**config.mk**
```make
export PLATFORM = sky130hd
export DESIGN_NAME = command_ack_retry_tracker
export DESIGN_NICKNAME = d
export VERILOG_FILES = /design/src/sv/cart_pkg.sv /design/src/sv/command_ack_retry_tracker.sv /design/src/sv/cart_ctrl.sv /design/src/sv/cart_dp.sv
export SDC_FILE = /design/constraint.sdc
export NUM_CORES = 1
export LEC_CHECK = 0
export BUFFER_PORTS_ARGS = -buffer_cell sky130_fd_sc_hd__buf_4
export CAP_MARGIN = 20
export CELL_PAD_IN_SITES_DETAIL_PLACEMENT = 0
export CELL_PAD_IN_SITES_GLOBAL_PLACEMENT = 1
export CORE_MARGIN = 4
export CORE_UTILIZATION = 55
export CTS_CLUSTER_SIZE = 30
export DETAILED_ROUTE_END_ITERATION = 12
export HOLD_SLACK_MARGIN = 0.15
export PLACE_DENSITY_LB_ADDON = 0.1
export SYNTH_ARGS = -nofsm -noshare
export SYNTH_HDL_FRONTEND = slang
export SYNTH_SLANG_ARGS = --single-unit
```
**constraint.sdc**
```tcl
create_clock -name clk -period 8 [get_ports clk]
set_input_delay 1.2 -clock clk [delete_from_list [all_inputs] [get_ports clk]]
set_output_delay 1.2 -clock clk [all_outputs]
set_load 0.1 [all_outputs]
```
**src/sv/cart_pkg.sv**
```systemverilog
// Shared types and constants for the command ack and retry tracker.
// Used by cart_ctrl, cart_dp and command_ack_retry_tracker; depends on nothing.
package cart_pkg;

    localparam int MaxPending = 8;
    localparam int CountW = $clog2(MaxPending + 1);
    localparam int PtrW = (MaxPending > 1) ? $clog2(MaxPending) : 1;

    localparam logic [1:0] CMD_SEND = 2'd0;
    localparam logic [1:0] CMD_ACK = 2'd1;
    localparam logic [1:0] CMD_TICK = 2'd2;

    localparam logic [2:0] KIND_TRANSMIT = 3'd0;
    localparam logic [2:0] KIND_SUCCEEDED = 3'd1;
    localparam logic [2:0] KIND_NACK = 3'd2;
    localparam logic [2:0] KIND_TIMEOUT = 3'd3;
    localparam logic [2:0] KIND_FULL = 3'd4;

    localparam logic [1:0] CFG_MAX_RETRIES = 2'd0;
    localparam logic [1:0] CFG_RETRY_DELAY = 2'd1;

    localparam logic [3:0] MAX_RETRIES_RESET = 4'd3;
    localparam logic [15:0] RETRY_DELAY_RESET = 16'd1000;

    typedef struct packed {
        logic [1:0]  cmd;
        logic [15:0] command_id;
        logic [15:0] msg_handle;
        logic [7:0]  ack_result;
    } req_t;

    typedef struct packed {
        logic [2:0]  kind;
        logic [15:0] out_command_id;
        logic [15:0] out_msg_handle;
        logic        last;
    } rsp_t;

    typedef enum logic [2:0] {
        ST_IDLE,
        ST_SEND,
        ST_ACK,
        ST_AGE,
        ST_SCAN
    } state_t;

    typedef struct packed {
        logic load;
        logic send;
        logic age;
        logic ack_hit;
        logic tick_hit;
        logic ptr_dec;
        logic emit;
    } ctrl_t;

    typedef struct packed {
        logic count_zero;
        logic ptr_zero;
        logic id_match;
        logic due;
        logic out_free;
    } stat_t;

endpackage

```
**src/sv/command_ack_retry_tracker.sv**
```systemverilog
// A send is accepted in the idle state; the send state then appends the entry and loads
// the transmit or table-full result once the output is free. An ack or a tick moves the
// scan pointer over one table entry per cycle from newest to oldest, unless a result
// waits for a free output; a tick first counts every entry down together in ST_AGE. A new
// request is accepted once the controller has finished the previous one. Results leave
// one per cycle through an output register while rsp_stall is low, so a waiting result
// does not block the next request, but a result that cannot be loaded holds the scan.
module command_ack_retry_tracker (
    input  logic            clk,
    input  logic            rst_n,
    input  logic            req_valid,
    output logic            req_stall,
    input  cart_pkg::req_t  req,
    output logic            rsp_valid,
    input  logic            rsp_stall,
    output cart_pkg::rsp_t  rsp,
    input  logic            cfg_valid,
    output logic            cfg_ready,
    input  logic [1:0]      cfg_index,
    input  logic [15:0]     cfg_data
);

    cart_pkg::ctrl_t  ctl;
    cart_pkg::stat_t  sts;
    cart_pkg::state_t state;

    assign cfg_ready = 1'b1;

    cart_ctrl u_ctrl (
        .clk       (clk),
        .rst_n     (rst_n),
        .req_valid (req_valid),
        .req_cmd   (req.cmd),
        .sts       (sts),
        .ctl       (ctl),
        .state     (state),
        .req_stall (req_stall)
    );

    cart_dp u_dp (
        .clk       (clk),
        .rst_n     (rst_n),
        .req       (req),
        .ctl       (ctl),
        .sts       (sts),
        .cfg_write (cfg_valid & cfg_ready),
        .cfg_index (cfg_index),
        .cfg_data  (cfg_data),
        .rsp_valid (rsp_valid),
        .rsp_stall (rsp_stall),
        .rsp       (rsp)
    );

    a_emit_free: assert property (@(posedge clk) disable iff (!rst_n)
        ctl.emit |-> (!rsp_valid || !rsp_stall))
        else $error("Result loaded while the output register was still held.");

    a_send_state: assert property (@(posedge clk) disable iff (!rst_n)
        (req_valid && !req_stall && req.cmd == cart_pkg::CMD_SEND)
        |=> (state == cart_pkg::ST_SEND))
        else $error("Accepted send request did not enter the send state.");

    a_result_holds: assert property (@(posedge clk) disable iff (!rst_n)
        (rsp_valid && rsp_stall) |=> (rsp_valid && $stable(rsp)))
        else $error("Result register reloaded while stalled.");

endmodule

```
**src/sv/cart_ctrl.sv**
```systemverilog
// Controller state machine for the command ack and retry tracker.
// Depends on cart_pkg; drives the datapath cart_dp through ctrl_t and reads stat_t.
module cart_ctrl (
    input  logic              clk,
    input  logic              rst_n,
    input  logic              req_valid,
    input  logic [1:0]        req_cmd,
    input  cart_pkg::stat_t   sts,
    output cart_pkg::ctrl_t   ctl,
    output cart_pkg::state_t  state,
    output logic              req_stall
);

    cart_pkg::state_t state_reg;
    cart_pkg::state_t state_next;

    always_ff @(posedge clk or negedge rst_n)
    begin
        if (!rst_n)
        begin
            state_reg <= cart_pkg::ST_IDLE;
        end
        else
        begin
            state_reg <= state_next;
        end
    end

    always_comb
    begin
        state_next = state_reg;
        ctl = '0;
        case (state_reg)
            cart_pkg::ST_IDLE:
            begin
                if (req_valid)
                begin
                    ctl.load = 1'b1;
                    case (req_cmd)
                        cart_pkg::CMD_SEND: state_next = cart_pkg::ST_SEND;
                        cart_pkg::CMD_ACK:  state_next = cart_pkg::ST_ACK;
                        cart_pkg::CMD_TICK: state_next = cart_pkg::ST_AGE;
                        default:            state_next = cart_pkg::ST_IDLE;
                    endcase
                end
            end
            cart_pkg::ST_SEND:
            begin
                if (sts.out_free)
                begin
                    ctl.send = 1'b1;
                    state_next = cart_pkg::ST_IDLE;
                end
            end
            cart_pkg::ST_ACK:
            begin
                if (sts.count_zero)
                begin
                    state_next = cart_pkg::ST_IDLE;
                end
                else if (sts.id_match)
                begin
                    if (sts.out_free)
                    begin
                        ctl.ack_hit = 1'b1;
                        state_next = cart_pkg::ST_IDLE;
                    end
                end
                else if (sts.ptr_zero)
                begin
                    state_next = cart_pkg::ST_IDLE;
                end
                else
                begin
                    ctl.ptr_dec = 1'b1;
                end
            end
            cart_pkg::ST_AGE:
            begin
                if (sts.count_zero)
                begin
                    state_next = cart_pkg::ST_IDLE;
                end
                else
                begin
                    ctl.age = 1'b1;
                    state_next = cart_pkg::ST_SCAN;
                end
            end
            cart_pkg::ST_SCAN:
            begin
                if (!sts.due || sts.out_free)
                begin
                    ctl.tick_hit = sts.due;
                    if (sts.ptr_zero)
                    begin
                        state_next = cart_pkg::ST_IDLE;
                    end
                    else
                    begin
                        ctl.ptr_dec = 1'b1;
                    end
                end
            end
            default:
            begin
                state_next = cart_pkg::ST_IDLE;
            end
        endcase
        ctl.emit = ctl.send | ctl.ack_hit | ctl.tick_hit;
    end

    assign state = state_reg;
    assign req_stall = (state_reg != cart_pkg::ST_IDLE);

endmodule

```
**src/sv/cart_dp.sv**
```systemverilog
// Datapath of the command ack and retry tracker: pending table, scan pointer,
// configuration registers and result register. Depends on cart_pkg; steered by cart_ctrl.
module cart_dp (
    input  logic             clk,
    input  logic             rst_n,
    input  cart_pkg::req_t   req,
    input  cart_pkg::ctrl_t  ctl,
    output cart_pkg::stat_t  sts,
    input  logic             cfg_write,
    input  logic [1:0]       cfg_index,
    input  logic [15:0]      cfg_data,
    output logic             rsp_valid,
    input  logic             rsp_stall,
    output cart_pkg::rsp_t   rsp
);

    localparam int N = cart_pkg::MaxPending;

    logic [15:0] ent_id_reg [N];
    logic [15:0] ent_handle_reg [N];
    logic [3:0]  ent_retries_reg [N];
    logic [15:0] ent_countdown_reg [N];
    logic [N-1:0] due_reg;

    logic [cart_pkg::CountW-1:0] count_reg;
    logic [cart_pkg::PtrW-1:0]   ptr_reg;
    logic [3:0]                  max_retries_reg;
    logic [15:0]                 retry_delay_reg;
    cart_pkg::req_t              req_reg;
    cart_pkg::rsp_t              rsp_reg;
    cart_pkg::rsp_t              rsp_next;
    logic                        rsp_valid_reg;

    logic [N-1:0] lower_mask;
    logic [N-1:0] age_due;
    logic [15:0]  age_cd [N];
    logic         full;
    logic         retries_zero;
    logic         remove;
    logic         lower_due;

    assign full = (count_reg == cart_pkg::CountW'(N));
    assign retries_zero = (ent_retries_reg[ptr_reg] == 4'd0);
    assign remove = ctl.ack_hit | (ctl.tick_hit & retries_zero);

    always_comb
    begin
        for (int j = 0; j < N; j++)
        begin
            lower_mask[j] = (cart_pkg::PtrW'(j) < ptr_reg);
            age_cd[j] = (ent_countdown_reg[j] != 16'd0) ? ent_countdown_reg[j] - 16'd1 : 16'd0;
            age_due[j] = (cart_pkg::CountW'(j) < count_reg) && (age_cd[j] == 16'd0);
        end
    end

    assign lower_due = |(due_reg & lower_mask);

    always_ff @(posedge clk)
    begin
        if (ctl.load)
        begin
            req_reg <= req;
        end
        if (ctl.age)
        begin
            due_reg <= age_due;
            for (int j = 0; j < N; j++)
            begin
                ent_countdown_reg[j] <= age_cd[j];
            end
        end
        if (ctl.send && !full)
        begin
            ent_id_reg[count_reg[cart_pkg::PtrW-1:0]] <= req_reg.command_id;
            ent_handle_reg[count_reg[cart_pkg::PtrW-1:0]] <= req_reg.msg_handle;
            ent_retries_reg[count_reg[cart_pkg::PtrW-1:0]] <= max_retries_reg;
            ent_countdown_reg[count_reg[cart_pkg::PtrW-1:0]] <= retry_delay_reg;
        end
        if (ctl.tick_hit && !retries_zero)
        begin
            ent_retries_reg[ptr_reg] <= ent_retries_reg[ptr_reg] - 4'd1;
            ent_countdown_reg[ptr_reg] <= retry_delay_reg;
        end
        if (remove)
        begin
            for (int j = 0; j < N - 1; j++)
            begin
                if (cart_pkg::PtrW'(j) >= ptr_reg)
                begin
                    ent_id_reg[j] <= ent_id_reg[j + 1];
                    ent_handle_reg[j] <= ent_handle_reg[j + 1];
                    ent_retries_reg[j] <= ent_retries_reg[j + 1];
                    ent_countdown_reg[j] <= ent_countdown_reg[j + 1];
                end
            end
        end
        rsp_reg <= rsp_next;
    end

    always_comb
    begin
        rsp_next = rsp_reg;
        if (ctl.send)
        begin
            rsp_next.kind = full ? cart_pkg::KIND_FULL : cart_pkg::KIND_TRANSMIT;
            rsp_next.out_command_id = req_reg.command_id;
            rsp_next.out_msg_handle = req_reg.msg_handle;
            rsp_next.last = 1'b1;
        end
        else if (ctl.ack_hit)
        begin
            rsp_next.kind = (req_reg.ack_result == 8'd0) ? cart_pkg::KIND_SUCCEEDED
                                                         : cart_pkg::KIND_NACK;
            rsp_next.out_command_id = ent_id_reg[ptr_reg];
            rsp_next.out_msg_handle = ent_handle_reg[ptr_reg];
            rsp_next.last = 1'b1;
        end
        else if (ctl.tick_hit)
        begin
            rsp_next.kind = retries_zero ? cart_pkg::KIND_TIMEOUT : cart_pkg::KIND_TRANSMIT;
            rsp_next.out_command_id = ent_id_reg[ptr_reg];
            rsp_next.out_msg_handle = ent_handle_reg[ptr_reg];
            rsp_next.last = !lower_due;
        end
    end

    always_ff @(posedge clk or negedge rst_n)
    begin
        if (!rst_n)
        begin
            count_reg <= '0;
            ptr_reg <= '0;
            rsp_valid_reg <= 1'b0;
            max_retries_reg <= cart_pkg::MAX_RETRIES_RESET;
            retry_delay_reg <= cart_pkg::RETRY_DELAY_RESET;
        end
        else
        begin
            if (ctl.load)
            begin
                ptr_reg <= cart_pkg::PtrW'(count_reg - cart_pkg::CountW'(1));
            end
            else if (ctl.ptr_dec)
            begin
                ptr_reg <= ptr_reg - cart_pkg::PtrW'(1);
            end
            if (ctl.send && !full)
            begin
                count_reg <= count_reg + cart_pkg::CountW'(1);
            end
            else if (remove)
            begin
                count_reg <= count_reg - cart_pkg::CountW'(1);
            end
            rsp_valid_reg <= ctl.emit | (rsp_valid_reg & rsp_stall);
            if (cfg_write)
            begin
                case (cfg_index)
                    cart_pkg::CFG_MAX_RETRIES: max_retries_reg <= cfg_data[3:0];
                    cart_pkg::CFG_RETRY_DELAY: retry_delay_reg <= cfg_data;
                    default: ;
                endcase
            end
        end
    end

    assign sts.count_zero = (count_reg == '0);
    assign sts.ptr_zero = (ptr_reg == '0);
    assign sts.id_match = (ent_id_reg[ptr_reg] == req_reg.command_id);
    assign sts.due = due_reg[ptr_reg];
    assign sts.out_free = !rsp_valid_reg || !rsp_stall;

    assign rsp_valid = rsp_valid_reg;
    assign rsp = rsp_reg;

endmodule

```
Word level (Yosys, flattened, before mapping)
Memories as Yosys holds them, arrays and structs flattened.
Index checks and enable logic that the tools add are counted.
- add/subtract/negate cells: 12
- order comparisons: 24
- eq/ne operators: 11
- multiplexer cells: 96
- bitwise gates (word level): 14
- reduce and logical (&&, ||, !) cells: 56
- operator list (kind ; number):
    $mux W16 ; 19
    $logic_not A16 Y1 ; 8
    $reduce_bool A16 Y1 ; 8
    $sub A16 B1 Y16 const B ; 8
    $mux W36 ; 3
    $reduce_or A16 Y1 ; 4
    $mux W3 ; 16
    $mux W1 ; 47
    $eq A16 B16 Y1 ; 1
    $lt A3 B4 Y1 const A ; 4
    $mux W4 ; 4
    $pmux W3 S5 ; 1
    $lt A3 B3 Y1 const A ; 4
    $or A1 B1 Y1 ; 11
    $logic_and A1 B1 Y1 ; 10
    $ge A3 B3 Y1 const A ; 3
    $and A8 B8 Y8 ; 1
    $logic_not A4 Y1 ; 2
    $logic_not A8 Y1 ; 1
    $lt A1 B4 Y1 const A ; 2
    $lt A2 B4 Y1 const A ; 2
    $reduce_or A4 Y1 ; 2
    $reduce_or A8 Y1 ; 1
    $sub A4 B1 Y4 const B ; 2
    other kinds (28) ; 49
- register bits: 115
- RAM bits: 416
- input bits: 65
- output and inout bits: 39
- word-level logic and storage cells: 231
- memories: 4
- memory list (memory ; depth ; bits a word ; read ports ; clocked after Yosys merged registers in ; wr ports ; line ; RTL):
    u_dp.ent_countdown_reg ; 8 ; 16 ; 8 ; 0 ; 8 ; cart_dp.sv:22 ; logic [15:0] ent_countdown_reg [N];
    u_dp.ent_handle_reg ; 8 ; 16 ; 8 ; 0 ; 7 ; cart_dp.sv:20 ; logic [15:0] ent_handle_reg [N];
    u_dp.ent_id_reg ; 8 ; 16 ; 8 ; 0 ; 7 ; cart_dp.sv:19 ; logic [15:0] ent_id_reg [N];
    u_dp.ent_retries_reg ; 8 ; 4 ; 8 ; 0 ; 7 ; cart_dp.sv:21 ; logic [3:0] ent_retries_reg [N];

Logic depth before layout (Yosys ltp)
- depth after elaboration: 13
- mapped depth: 17
- depth with buffers taken out: 11

Cells and area by module
A second synthesis with hierarchy kept.
- cell total of the unflattened synthesis: 2612
- area total of the unflattened synthesis: 29522.1 um^2
- modules (own cells, without submodules) (module ; times used ; cells each ; area each (um^2) ; sequential area each (um^2)):
    cart_dp ; 1 ; 2570 ; 29190.5 ; 15715.1
    cart_ctrl ; 1 ; 40 ; 320.3 ; 75.1
    command_ack_retry_tracker ; 1 ; 2 ; 11.3 ; 0.0

Worst setup path after synthesis
Ideal clock, no wire load.
- path type: input-to-reg
- start: in rsp_stall
- end: mem u_dp.ent_handle_reg[4][0], enable pin
- setup time: 0.466 ns
- arrival time: 4.848 ns
- data required time: 7.534 ns
- setup slack: 2.687 ns
- cell stages on the path: 6
- buffers on the path: 0
- cells stage by stage: and2_0 nor3_1 o21ai_0 nor2_1 nand2_1 o21ai_0
- RTL lines (element ; line ; RTL):
    start, declared ; command_ack_retry_tracker.sv:15 ; input logic rsp_stall,
    end, declared ; cart_dp.sv:20 ;

==> results.cfg <==
[status]
status = finished, final reports clean

[yosys]
yosysMostFrequentCell = edfxtp_1
synth_top_cell_by_area = edfxtp_1
synth_common_cells = edfxtp_1, nor2_1, nand2_1
yosysWarnings = 0
yosys.area_share.simple = 0.1458
synth_compound_area_frac = 0.1282
synthAdderAreaFrac = 0.008344
synth.area.top_cells = edfxtp_1, mux4_2, nor2_1
synth-xor-area-share = 0.02705
synth_cells = 2522
syn_avg_cell_area_um2 = 11.30
synth-seq-area-share = 0.5542
synth_area_um2 = 28490
syn_nets = 2606
synth_top_family_by_area = simple AND/OR/NAND/NOR gates
ys.flop_type = edfxtp_1
synth-seq-cells = 531
synth_top_area_frac = 0.5260
yosysUniqueCellTypes = 89
synthMuxAreaShare = 0.09890
synthArstFlopShare = 0.05838
synth_edf_count = 499

[clock_network]
clk_pin_slew_worst_paths_ps = 60
clockBufferDepth = 3
postCtsSetupBuffers = 0
cts_tree = yes
clock_latency_ps = 630
cts_resized = 0
clock-root-buffer = clkbuf_16
hold_buffers = 0
cts_buffers = 57
htreeDepth = 2
clock-sinks = 531

[job]
drv_cap = 0

[sta]
rsz0062_at_grt = false
fin_tns_setup_ps = 0
worst_slew_pin_slew_ps = 1132
relSlewSlack = 0.2454
slew_violations = 0
period_minus_slack_ps = 5453
final.setup_skew_ps = 20.44
finalCritPeriodShare = 0.6816
final-setup-viol-count = 0
fmax_mhz = 183.4
hold_viol_final = 0

[worst_setup_path]
crit_path_cell_trace = nand2_1 -> buf_4 -> o22ai_1 -> nor3_1 -> nor4b_2 -> nand4_1 -> nor4_2 -> buf_4 -> nor2_8 -> buf_4 -> mux2i_4 -> mux2_1
cp_common_cell = buf_4
end_kind = flop
path_class = reg -> reg
critPathRequiredTime_ps = 8360
path_max_fanout = 49
crit_arrival_ps = 5810
reg2reg_slack_ps = 2550
start_kind = flop
cp_top_family = simple AND/OR/NAND/NOR gates
timing.rr.start = u_dp.ptr_reg[1]$_DFFE_PN0P_
cpMaxStageDelayCell = dfrtp_1
slowest_delay_ps = 880
reg2regPathDepth = 12
cp_num_buf_inv = 3
rr_endpoint = u_dp.ent_retries_reg[6][3]$_DFFE_PP_

[pwr]
p_int_uw = 5834
p_clk_frac = 0.286
pwr-share-seq = 0.434
combPwrFrac = 0.280
vdd_ir_drop_max_mv = 0.2251
p_sw_frac = 0.3418
leakagePower_uw = 0.01079
p_switching_uw = 3030
fin_total_pwr_uw = 8864
powerDensity_nw_per_um2 = 282.1

[floorplan]
start_util = 0.5553
dieArea_um2 = 55510
die_h_um = 235.6
io_pins = 104
core_area_um2 = 51300
die_w_um = 235.6
num_rows = 83

[detailed_routing]
route.detailed.drc = 0
vias_per_cell = 6.436
vias = 21090
firstDrtPassIters = 8
drtAntennaViolNets = 0
drtIter0Drc = 2275
wirelength_um = 80120
wl_per_cell_um = 24.45

[global_routing]
grt_max_degree = 67
grt_pass1_wl_um = 122700
grt_pass1_vias = 20320
antenna_found_initial = 3
grt-ovfl-total = 0
track_usage = 0.2818

[cells_and_area]
fin_nets = 2639
design_area_um2 = 31420
utilization = 0.6125
n_antenna_cell = 0
layout-drive-gt1-share = 0.1667
area_growth_pct = 10.29

[place]
placed_area_um2 = 29580
io_buffers = 102
place_hpwl_um = 52400
place_congestion = 0.9186

[hold_path]
hold_path.class = in -> async
layout by cell type (no fill, tap or decap), types with 7 or more instances in the layout:
cell	Yosys	layout
mux2_2	60	60
inv_1	48	46
dfrtp_1	23	21
clkbuf_16	0	58
a31oi_1	175	175
buf_4	8	131
nor4_1	18	17
clkinv_1	1	13
clkbuf_1	90	15
o21ai_0	143	142
nand4_1	8	8
or3_1	31	31
o221ai_1	21	21
o31ai_1	27	27
nand2b_1	18	18
nand2_2	27	33
nor2_1	303	301
nand2_1	267	261
a21oi_1	63	63
a211oi_1	7	7
a221o_1	13	13
a22oi_1	35	35
nor3_1	87	86
xor2_1	25	25
nor2b_1	9	9
dfstp_2	8	8
mux4_2	52	52
o21a_1	7	7
a21o_1	10	10
o21ai_1	34	32
xnor2_1	63	63
ha_1	19	19
mux2_4	11	11
o22ai_1	19	19
nor3b_1	10	10
mux2i_1	66	66
or4_1	7	7
nand3_1	42	42
edfxtp_1	499	499
nand3_2	14	14
final cells by class:
class / instances / area [um^2]
inverter: 50 / 187.7
sequential: 531 / 15800
clock inverter: 25 / 214.0
fill: 4162 / 19880
timing repair buffer: 136 / 1089
tap: 680 / 850.8
clock buffer: 76 / 1538
multi-input combinational: 1779 / 11740
per-layer routing:
layer | track usage | share of wire | wire [um] | up-vias
met5 | 0 | 0 | 0 | -
met4 | 0.08080 | 0.028 | 2260 | 0
met3 | 0.04698 | 0.081 | 6511 | 141
met2 | 0.4374 | 0.45 | 36320 | 926
met1 | 0.4147 | 0.44 | 35030 | 10420
li1 | - | - | - | 9609
kinds of logic (layout without fill, tap and decap cells):
group           after synthesis  after routing
mux                         199            199
fa+ha+maj                    19             19
buf+inv                     212            287
flops                       531            531
other cells                   1              1
compound gates              582            582
xor+xnor                     88             88
simple gates                890            890
through the flow:
step | worst slack, ps | hold slack [ps] | instances
floorplan | 2687 | 475.3 | 2522
CTS | 2678 | 520.0 | 3273
detailed placement | 2681 | 542.6 | 3172
global route | 2358 | 552.6 | 3277
global placement | 2755 | 525.4 | 3171
finish | 2547 | 535.4 | 3277
worst max-delay path by stage:
| stage | slack (ps) | startpoint | end | cells after the start |
|---|---|---|---|---|
| final | 2550 | u_dp.ptr_reg[1]$_DFFE_PN0P_ | u_dp.ent_retries_reg[6][3]$_DFFE_PP_ | 12 |
| after detailed placement | 2680 | u_dp.ptr_reg[0]$_DFFE_PN0P_ | u_dp.ent_handle_reg[1][7]$_DFFE_PP_ | 11 |
| after global placement | 2750 | u_dp.ptr_reg[0]$_DFFE_PN0P_ | u_dp.ent_handle_reg[1][11]$_DFFE_PP_ | 11 |
| after global routing | 2360 | u_dp.ptr_reg[1]$_DFFE_PN0P_ | u_dp.ent_retries_reg[6][3]$_DFFE_PP_ | 12 |
| after CTS | 2680 | u_dp.ptr_reg[0]$_DFFE_PN0P_ | u_dp.ent_id_reg[1][6]$_DFFE_PP_ | 11 |
| after floorplan | 2690 | rsp_stall | u_dp.ent_handle_reg[4][0]$_DFFE_PP_ | 6 |
power groups by stage:
stage	Sequential (uW)	Combinational (uW)	Clock, uW
2_1_floorplan	3890	1740	0
3_3_place_gp	3880	2390	0
3_5_place_dp	3890	2440	0
4_1_cts	3840	2450	2560
5_1_grt	3880	2660	2680
6_report	3850	2490	2530
Power figures use the tool's default switching activity.
